===== src/wdd_pkg.sv =====
// Shared types, request codes and helper function of the word dictionary decoder.
package wdd_pkg;

	localparam int IDX_W  = 12;
	localparam int POS_W  = 6;
	localparam int LEN_W  = 6;
	localparam int BYTE_W = 8;

	localparam int MAX_WORD_BYTES_DEF = 63;
	localparam int SMALL_ENTRIES_DEF  = 256;
	localparam int LARGE_ENTRIES_DEF  = 4096;

	localparam logic [1:0] REQ_LOAD    = 2'd0;
	localparam logic [1:0] REQ_SMALL   = 2'd1;
	localparam logic [1:0] REQ_LARGE   = 2'd2;
	localparam logic [1:0] REQ_LITERAL = 2'd3;

	localparam logic [BYTE_W-1:0] SPACE_BYTE = 8'd32;

	typedef struct packed {
		logic [1:0]        req_type;
		logic              dict_select;
		logic [IDX_W-1:0]  entry_index;
		logic [POS_W-1:0]  byte_pos;
		logic [LEN_W-1:0]  entry_length;
		logic [BYTE_W-1:0] data_byte;
		logic              literal_first;
		logic              literal_last;
	} req_t;

	typedef struct packed {
		logic [BYTE_W-1:0] out_byte;
		logic              last_of_word;
	} rsp_t;

	typedef struct packed {
		logic              small_en;
		logic              large_en;
		logic              byte_en;
		logic [IDX_W-1:0]  idx;
		logic [POS_W-1:0]  pos;
		logic [LEN_W-1:0]  len;
		logic [BYTE_W-1:0] data;
	} st_wr_t;

	typedef struct packed {
		logic              use_large;
		logic [IDX_W-1:0]  idx;
		logic [POS_W-1:0]  pos;
	} st_rd_t;

	function automatic logic is_alnum(input logic [BYTE_W-1:0] c);
		return (c >= 8'h30 && c <= 8'h39) || (c >= 8'h41 && c <= 8'h5a) ||
			(c >= 8'h61 && c <= 8'h7a);
	endfunction

endpackage


===== src/wdd_ctrl.sv =====
// Sequencer that decodes items, steps through stored words and drives the result register.
module wdd_ctrl #(
	parameter int MAX_WORD_BYTES = wdd_pkg::MAX_WORD_BYTES_DEF,
	parameter int SMALL_ENTRIES  = wdd_pkg::SMALL_ENTRIES_DEF,
	parameter int LARGE_ENTRIES  = wdd_pkg::LARGE_ENTRIES_DEF
) (
	input  logic                       clk,
	input  logic                       arst_n,
	input  logic                       start,
	input  wdd_pkg::req_t              req,
	output logic                       busy,
	output wdd_pkg::st_wr_t            wr,
	output wdd_pkg::st_rd_t            rd,
	input  logic [wdd_pkg::LEN_W-1:0]  rd_len,
	input  logic [wdd_pkg::BYTE_W-1:0] rd_byte,
	output logic                       strobe,
	output wdd_pkg::rsp_t              rsp
);
	import wdd_pkg::*;

	localparam logic [1:0] ST_IDLE  = 2'd0;
	localparam logic [1:0] ST_RDLEN = 2'd1;
	localparam logic [1:0] ST_EMIT  = 2'd2;
	localparam logic [1:0] ST_LIT   = 2'd3;

	localparam logic [LEN_W-1:0] MAX_LEN = LEN_W'(MAX_WORD_BYTES);

	logic [1:0]       state_q;
	req_t             req_q;
	logic [POS_W-1:0] pos_q;
	logic [LEN_W-1:0] len_q;
	logic             prev_alnum_q;
	logic             started_q;
	logic             strobe_q;
	rsp_t             rsp_q;

	logic             accept;
	logic             small_ok;
	logic             large_ok;
	logic [LEN_W-1:0] load_len;
	logic [LEN_W-1:0] word_len;
	logic             word_alnum;
	logic             lit_alnum;

	assign accept   = start && (state_q == ST_IDLE);
	assign busy     = (state_q != ST_IDLE);
	assign small_ok = 32'(req.entry_index) < 32'(SMALL_ENTRIES);
	assign large_ok = 32'(req.entry_index) < 32'(LARGE_ENTRIES);
	assign load_len = (req.entry_length > MAX_LEN) ? MAX_LEN : req.entry_length;

	always_comb begin
		wr.small_en = accept && (req.req_type == REQ_LOAD) && !req.dict_select && small_ok;
		wr.large_en = accept && (req.req_type == REQ_LOAD) && req.dict_select && large_ok;
		wr.byte_en  = (req.byte_pos < POS_W'(MAX_WORD_BYTES));
		wr.idx      = req.entry_index;
		wr.pos      = req.byte_pos;
		wr.len      = load_len;
		wr.data     = req.data_byte;
	end

	always_comb begin
		if (state_q == ST_IDLE) begin
			rd.use_large = (req.req_type == REQ_LARGE);
			rd.idx       = req.entry_index;
		end else begin
			rd.use_large = (req_q.req_type == REQ_LARGE);
			rd.idx       = req_q.entry_index;
		end
		rd.pos = (state_q == ST_EMIT) ? pos_q + 6'd1 : '0;
	end

	assign word_len   = (rd_len > MAX_LEN) ? MAX_LEN : rd_len;
	assign word_alnum = (word_len != '0) && is_alnum(rd_byte);
	assign lit_alnum  = is_alnum(req.data_byte);

	always_ff @(posedge clk) begin
		if (accept) begin
			req_q <= req;
		end
		if (state_q == ST_RDLEN) begin
			len_q <= word_len;
		end
		if (state_q == ST_RDLEN) begin
			pos_q <= '0;
		end else if (state_q == ST_EMIT) begin
			pos_q <= pos_q + 6'd1;
		end
	end

	always_ff @(posedge clk or negedge arst_n) begin
		if (!arst_n) begin
			state_q      <= ST_IDLE;
			prev_alnum_q <= 1'b0;
			started_q    <= 1'b0;
			strobe_q     <= 1'b0;
		end else begin
			strobe_q <= 1'b0;
			case (state_q)
				ST_IDLE: begin
					if (accept) begin
						case (req.req_type)
							REQ_LOAD: begin
								state_q <= ST_IDLE;
							end
							REQ_SMALL, REQ_LARGE: begin
								if ((req.req_type == REQ_SMALL) ? small_ok : large_ok) begin
									state_q <= ST_RDLEN;
								end else begin
									prev_alnum_q <= 1'b0;
								end
							end
							REQ_LITERAL: begin
								started_q <= 1'b1;
								strobe_q  <= 1'b1;
								if (req.literal_first) begin
									prev_alnum_q <= lit_alnum;
								end
								if (req.literal_first && lit_alnum && prev_alnum_q &&
										started_q) begin
									rsp_q.out_byte     <= SPACE_BYTE;
									rsp_q.last_of_word <= 1'b0;
									state_q            <= ST_LIT;
								end else begin
									rsp_q.out_byte     <= req.data_byte;
									rsp_q.last_of_word <= 1'b1;
								end
							end
							default: begin
								state_q <= ST_IDLE;
							end
						endcase
					end
				end
				ST_RDLEN: begin
					prev_alnum_q <= word_alnum;
					if (word_len == '0) begin
						state_q <= ST_IDLE;
					end else begin
						state_q <= ST_EMIT;
						if (word_alnum && prev_alnum_q && started_q) begin
							strobe_q           <= 1'b1;
							started_q          <= 1'b1;
							rsp_q.out_byte     <= SPACE_BYTE;
							rsp_q.last_of_word <= 1'b0;
						end
					end
				end
				ST_EMIT: begin
					strobe_q           <= 1'b1;
					started_q          <= 1'b1;
					rsp_q.out_byte     <= rd_byte;
					rsp_q.last_of_word <= (pos_q == len_q - 6'd1);
					if (pos_q == len_q - 6'd1) begin
						state_q <= ST_IDLE;
					end
				end
				ST_LIT: begin
					strobe_q           <= 1'b1;
					rsp_q.out_byte     <= req_q.data_byte;
					rsp_q.last_of_word <= 1'b1;
					state_q            <= ST_IDLE;
				end
				default: begin
					state_q <= ST_IDLE;
				end
			endcase
		end
	end

	assign strobe = strobe_q;
	assign rsp    = rsp_q;

endmodule


===== config.mk =====
export PLATFORM = sky130hd
export DESIGN_NAME = wdd_ctrl
export DESIGN_NICKNAME = d
export VERILOG_FILES = /design/src/wdd_pkg.sv /design/src/wdd_ctrl.sv
export SDC_FILE = /design/constraint.sdc
export NUM_CORES = 1
export LEC_CHECK = 0
export ABC_CLOCK_PERIOD_IN_PS = 2100
export BUFFER_PORTS_ARGS = -buffer_cell sky130_fd_sc_hd__buf_4
export CAP_MARGIN = 20
export CORE_MARGIN = 3
export CORE_UTILIZATION = 47
export DETAILED_ROUTE_END_ITERATION = 8
export HOLD_SLACK_MARGIN = 0.03
export PLACE_DENSITY_LB_ADDON = 0.12
export RECOVER_POWER = 50
export SYNTH_ARGS = -nofsm -noshare
export SYNTH_HDL_FRONTEND = slang
export SYNTH_SLANG_ARGS = --single-unit

===== constraint.sdc =====
create_clock -name clk -period 2.1 [get_ports clk]
set_clock_uncertainty 0.05 [all_clocks]
set_input_delay 0.21 -clock clk [delete_from_list [all_inputs] [get_ports clk]]
set_output_delay 0.21 -clock clk [all_outputs]
set_load 0.01 [all_outputs]

==> key figures, run 1 <==
Run status
  • Status: finished clean

Final layout
  • Commonest non-fill, non-tap cell in the layout: clkbuf_1
  • Ratio of cells with drive above 1 in the final layout: about a quarter
  • Nets: between 300 and 400
  • Final Core Density: 62.3%
  • N_diodes: 0
  • Most frequent cells in the layout: clkbuf_1 (60), buf_4 (50), edfxtp_1 (37)
  • Synth-to-Final Area Change: 23.1%

Global routing
  • Number of antenna violations at the first check in global routing: 0
  • Vias in the first global route: 2030
  • All-Layer GR Usage: 18.2%
  • First-pass GRT wire length: 9.15 mm
  • GRT overflow: 0
  • Largest net degree at the start of global routing: 18

STA
  • Least-Margin Pin Slew: 0.534 ns
  • Fin crit share: between 90% and 100%
  • Endpoints failing setup: 0
  • Max Slew Vio Count: 0
  • FMAX: 497 MHz
  • Final Hold Viols: 0
  • Slew headroom: 64.2%
  • Final min period: just over 2 ns

Critical path
  • Crit end category: flop
  • Req. time, crit path: approximately 2.1 ns
  • Critical path's slowest cell: dlygate4sd3_1
  • CP max FO: 9
  • Cell Chain, Critical Path: dlygate4sd3_1 > buf_4 > nor4_2 > a211o_1 > a211o_1 > o21ai_1 > and2_1 > buf_12
  • Worst path max stage delay: 0.55 ns
  • CP startpoint kind: primary input
  • WS Path Type: primary input to flop
  • CP Data Arrival Time: 1.98 ns
  • Cell mode on critical path: a211o_1

Detailed routing
  • Drt drc: 0
  • DRT Wirelength: around 6.2 mm
  • Number of DRC markers in iteration 0: 82
  • WL/cell: between 15 and 20 um
  • Via count: 2073
  • Via density: 5.22
  • DRT antenna net count: 0
  • DR pass1 iterations: 4

Clocking
  • Number of buffers inserted by post-CTS setup repair: 0
  • CTS Buf Count: 5
  • H-tree depth: 2
  • Longest Clk Path Bufs: 2
  • Worst-skew pair later-pin latency: 0.30 ns
  • Root Buffer: clkbuf_8
  • Clock-pin slew on the worst setup and hold paths: 0.08 ns
  • Clock sinks: 48
  • CTS tree: done

Yosys
  • Synth Area in XOR/XNOR: under 10%
  • Synthesized Nets: slightly above 300
  • Synthesized area per cell: 11.1 um2
  • Synth Area in Adders: 2.80%
  • Largest family of logic cells by synthesized area: compound AO/OA/AOI/OAI gates
  • Sequential-to-total area share from yosys stat: approximately half
  • Mux share of post-synthesis cell area: roughly 8%
  • Synth Area in Compound Gates: 12.4%
  • Unique masters post-synth: 52
  • Mapped cell area: 0.00268 mm2
  • Gate Count Post-Synth: 242
  • Flops & latches, synth: between 40 and 50
  • Simple-Gate Fraction of Synth Area: 11.0%
  • Synth Warn #: 0

Power and ir drop
  • Clock network fraction of design power: 15.1%
  • Maximum vdd drop: 0.556 mV
  • Seq pwr share: 40.5%
  • Power Density: 1060 mW/mm2
  • Switch Pwr: 0.00123 W
  • Int Power: 0.00227 W
  • Switching Fraction: 35.1%
  • Combinational share of power: 44.4%
  • Final Power: 0.00350 W
  • Leak pwr: 1.32 nW

Floorplan
  • # rows: 26
  • Io pins: around 120
  • Starting Density: 50.6%
  • Die area: 0.00665 mm2
  • Die Height: between 80 and 90 um
  • Core Region: 0.00530 mm2
  • Die X: 81.6 um

Flow run
  • Total of max-cap violations: 0

Place
  • Post-DP HPWL: ~4.7 mm
  • GP Congestion: a little under 0.8
  • Input/output buffers: 105

Worst hold path
  • HP Class: primary input to flop
==> stage by stage <==
stage / hold WS, ns / worst slack (ns) / TNS (ns) / cell area (um2) / instances
after floorplan: -0.136 / 0.0391 / 0 / 2680 / 242
after global placement: -0.0310 / 0.243 / 0 / 3360 / 382
after detailed placement: -0.0306 / 0.193 / 0 / 3360 / 382
after CTS: 0.0311 / 0.0297 / 0 / 3480 / 394
after global routing: 0.0531 / -0.00363 / -0.00363 / 3300 / 397
final: 0.0685 / 0.0898 / 0 / 3300 / 397
==> timing repair <==
action,in CTS,in global routing
setup endpoints to repair,0,12
gates resized for setup,0,4
hold endpoints to repair,8,3
hold buffers,4,3
==> routing by layer <==
metal | track usage, % | vias up | wire length (um)
met2 | 33.3 | 79 | 3220
li1 | - | 1006 | -
met1 | 20.4 | 982 | 2410
met3 | 5.15 | 6 | 477
met4 | 5.57 | 0 | 51
met5 | 0 | - | 0
==> path summary, 6_finish.rpt <==
check,start,to,slack [ns],cells after the start
setup / recovery,rd_len[4],rsp[3],0.09,8
hold / removal,rd_len[0],len_q[0],0.07,1
setup reg to reg,len_q[0],rsp[0],0.24,5
hold reg to reg,started_q,started_q,0.45,1
max in group asynchronous,arst_n,strobe,1.50,2
min in group asynchronous,arst_n,prev_alnum_q,0.26,2
==> worst max-delay path, delay by kind of cell <==
kind	cells	cell delay (ns)
simple gates	2	0.24
buf+inv	3	0.81
compound gates	3	0.72
==> state kept, by name, summed over array words and instances, names as in the netlist <==
name	cells
req_q	22
rsp	9
len_q	6
pos_q	6
state_q	2
prev_alnum_q	1
started_q	1
strobe	1
==> power groups by stage <==
stage          combinational [W]  sequential [W]  clock [W]
2_1_floorplan           0.000955         0.00144          0
3_3_place_gp             0.00160         0.00143          0
3_5_place_dp             0.00162         0.00144          0
4_1_cts                  0.00163         0.00142   0.000553
5_1_grt                  0.00170         0.00145   0.000591
6_report                 0.00156         0.00142   0.000527
==> cell usage after synthesis (all sizes together) <==
cell type | count | share of area, %
nor3b | 1 | 0.28
o221a | 1 | 0.42
xor2 | 5 | 1.6
a211o | 2 | 0.65
o21bai | 3 | 0.84
a31oi | 2 | 1.0
o22ai | 2 | 0.47
xnor2 | 4 | 1.3
dfrtp | 5 | 4.7
inv | 12 | 1.7
nor3 | 3 | 0.56
or4 | 2 | 0.70
nand2b | 5 | 1.2
and3 | 4 | 0.98
o211ai | 2 | 0.56
nand4 | 1 | 0.23
or3 | 2 | 0.47
and2 | 3 | 0.70
a22o | 2 | 0.75
a32oi | 2 | 0.65
o41a | 1 | 0.42
and4 | 1 | 0.33
a21boi | 1 | 0.28
dfxtp | 6 | 4.5
a21oi | 8 | 1.5
a22oi | 1 | 0.28
nor4 | 1 | 0.23
nand2 | 17 | 2.5
buf | 30 | 8.3
a21o | 6 | 1.7
nor2 | 9 | 1.3
a2bb2oi | 1 | 0.33
o21ai | 12 | 2.2
ha | 6 | 2.8
mux2i | 7 | 2.6
mux2 | 13 | 5.5
nand3 | 5 | 0.93
nand3b | 1 | 0.28
edfxtp | 37 | 41
nor4bb | 1 | 0.37
clkbuf | 14 | 2.3
a2111oi | 1 | 0.33
==> area by class of cell <==
cell class | count | area (um2)
fillers | 480 | 2000
repair buffers | 121 | 721
flip-flops and latches | 48 | 1360
clock inverters | 1 | 5.00
well taps | 70 | 87.6
multi-input cells | 138 | 1010
inverters | 12 | 45.0
clock buffers | 7 | 76.3
==> cell families after synthesis <==
group	count (synthesis)
multiplexers	20
adder cells (fa/ha/maj)	6
XOR/XNOR	9
AO/OA/AOI/OAI	47
buffers and inverters	56
AND/OR/NAND/NOR	56
flip-flops	48
(Power assumes the default switching activity.)
==> run 2: changes to the inputs <==
ABC_AREA = 1   (was default)
CORE_UTILIZATION = 48   (was 47)
==> run 2 against run 1 <==
- count of clock-buffer cells in the layout up 1
- critical path depth is 3 higher
- clock power grew 14%
- largest cell class unchanged
==> key figures, run 2 <==
Run status
  • Status: finished clean

Place
  • Placed insts: 484
  • Post-DP HPWL: around 5 mm
  • Input/output buffers: about 110
  • Post-Place Setup Slack: 0.404 ns
  • GP Congestion: a little under 0.8

Yosys
  • Unique masters post-synth: 34
  • Mapped cell area: approximately 0.0028 mm2
  • Gate Count Post-Synth: 343
  • Synthesized Nets: 403
  • Synth Warn #: 0
  • Synth area leader: edfxtp_1
  • Most common flop cell mapped by yosys: edfxtp_1
  • Ys async rst share: 10.4%
  • Synth cell count leaders: nand2_1 (97), inv_1 (43), edfxtp_1 (37), buf_4 (26), nor2_1 (25)
  • Most frequent cell after synthesis: nand2_1
  • Sequential-to-total area share from yosys stat: 47.9%
  • Synth top area cells: edfxtp_1 (39%), nand2_1 (13%), buf_4 (6.9%)
  • Synthesized area per cell: 8.26 um2
  • Share of the synthesized area in the top cell type: 39.2%
  • Flops & latches, synth: 48
  • Number of synthesized flops with an enable pin: 37

Final layout
  • Filler cell count: roughly 590
  • Commonest non-fill, non-tap cell in the layout: nand2_1
  • Largest Register: req_q
  • Max FFs per register: 22
  • Most frequent cells in the layout: nand2_1 (97), clkbuf_1 (62), buf_4 (47)
  • Final Core Density: 60.4%
  • Nets: 482
  • Fin cells: 495
  • Ratio of cells with drive above 1 in the final layout: between 10% and 20%
  • N_diodes: 0
  • Synth-to-Final Area Change: 19.6%

Power and ir drop
  • Leak pwr: 1.58 nW
  • Maximum vdd drop: 0.551 mV
  • Power Density: about 1100 mW/mm2

Global routing
  • Number of antenna violations at the first check in global routing: 0
  • GRT overflow: 0
  • Largest net degree at the start of global routing: 23
  • First-pass GRT wire length: between 10 and 15 mm
  • Vias in the first global route: 2294
  • All-Layer GR Usage: 18.2%

Critical path
  • CP max FO: 9
  • WS Path Type: primary input to flop
  • Crit end category: flop
  • CP startpoint kind: primary input
  • CP Data Arrival Time: 1.86 ns
  • Req. time, crit path: 2.07 ns

Clocking
  • Longest Clk Path Bufs: 2
  • Root Buffer: clkbuf_8
  • H-tree depth: 2
  • Cts repair resizes: 0
  • Clock sinks: 48
  • CTS Buf Count: 5
  • CTS tree: done
  • Worst-skew pair later-pin latency: 0.30 ns
  • Clock-pin slew on the worst setup and hold paths: 0.09 ns

Detailed routing
  • DRT antenna net count: 0
  • Via density: around 4.8
  • DRT Wirelength: 6.18 mm
  • Number of DRC markers in iteration 0: between 80 and 90
  • Drt drc: 0
  • Via count: 2361
  • WL/cell: 12.5 um
  • DR pass1 iterations: 4

STA
  • FMAX: 527 MHz
  • Fin crit share: 90.3%
  • Slew headroom: 77.3%
  • Setup_tns: 0 ns
  • Endpoints failing setup: 0
  • Max Slew Vio Count: 0
  • Final min period: 1.90 ns
  • Post-route worst setup slack: about 0.2 ns
  • Least-Margin Pin Slew: 0.339 ns
  • Final Hold Viols: 0
  • Final hold slack: 0.0662 ns
  • Unrepaired setup endpoints after global routing: false

Floorplan
  • Io pins: 119
  • Core Region: 0.00561 mm2
  • Starting Density: just over 50%
  • # rows: 27
  • Die Height: 82.8 um
  • Die area: 0.00686 mm2
  • Die X: between 80 and 90 um

Flow run
  • Total of max-cap violations: 0

Worst hold path
  • HP Class: primary input to flop
-- run 2: worst max-delay path: stages --
cell           delay, ns
dlygate4sd3_1       0.52
clkbuf_4            0.12
nor2_1              0.03
nand3_1             0.13
nand2_1             0.07
nor2_1              0.10
nand2_1             0.10
o21ai_1             0.18
nand2_1             0.09
nor2_1              0.12
buf_4               0.20
-- run 2: logic make-up (layout without fill, tap and decap cells) --
logic type	after synthesis	after routing	synth area share, %
adders and majority gates	6	6	2.65
buffers and inverters	89	169	15.9
xor gates and xnor gates	4	4	1.24
AOI/OAI and AO/OA	35	35	7.46
DFF	48	48	47.9
and+or+nand+nor	161	161	24.9
-- run 2: routing by layer --
metal / share of wire [%] / GRT usage [%] / vias up
met5: 0 / 0 / -
li1: - / - / 1216
met2: 48 / 31.5 / 79
met4: 1.7 / 6.24 / 0
met3: 8.1 / 6.35 / 15
met1: 42 / 20.7 / 1051
-- run 2: layout make-up --
class                   instances  area (um2)  area share [%]
inverters                      46         173            5.10
repair buffers                115         642            19.0
well taps                      72        90.1            2.66
multi-input cells             206        1030            30.3
clock buffers                   8         100            2.96
flip-flops and latches         48        1360            40.0
-- run 2: per-stage QoR --
step | total power, W | cell area, um2
floorplan | 0.00266 | 2830
CTS | 0.00399 | 3600
finish | 0.00385 | 3390
global route | 0.00416 | 3390
detailed placement | 0.00339 | 3490
global placement | 0.00334 | 3490
-- run 2: worst paths after layout --
path | startpoint | to | slack (ns) | depth (start not counted)
worst min-delay path | rd_len[5] | len_q[5] | 0.07 | 1
max in group asynchronous | arst_n | prev_alnum_q | 1.52 | 2
min in group asynchronous | arst_n | started_q | 0.25 | 2
worst min register to register | prev_alnum_q | prev_alnum_q | 0.44 | 2
worst max register to register | len_q[0] | rsp[0] | 0.50 | 7
worst max-delay path | rd_len[1] | rsp[3] | 0.20 | 11
-- run 2: repair_timing --
action,CTS,global route
setup buffers,0,0
hold endpoints to repair,5,2
hold buffers,1,2
-- run 2: power breakdown --
group	internal [W]	switching, W	total, W
combinational	0.000695	0.00107	0.00176
clock	0.000301	0.000300	0.000601
sequential	0.00136	0.000131	0.00149
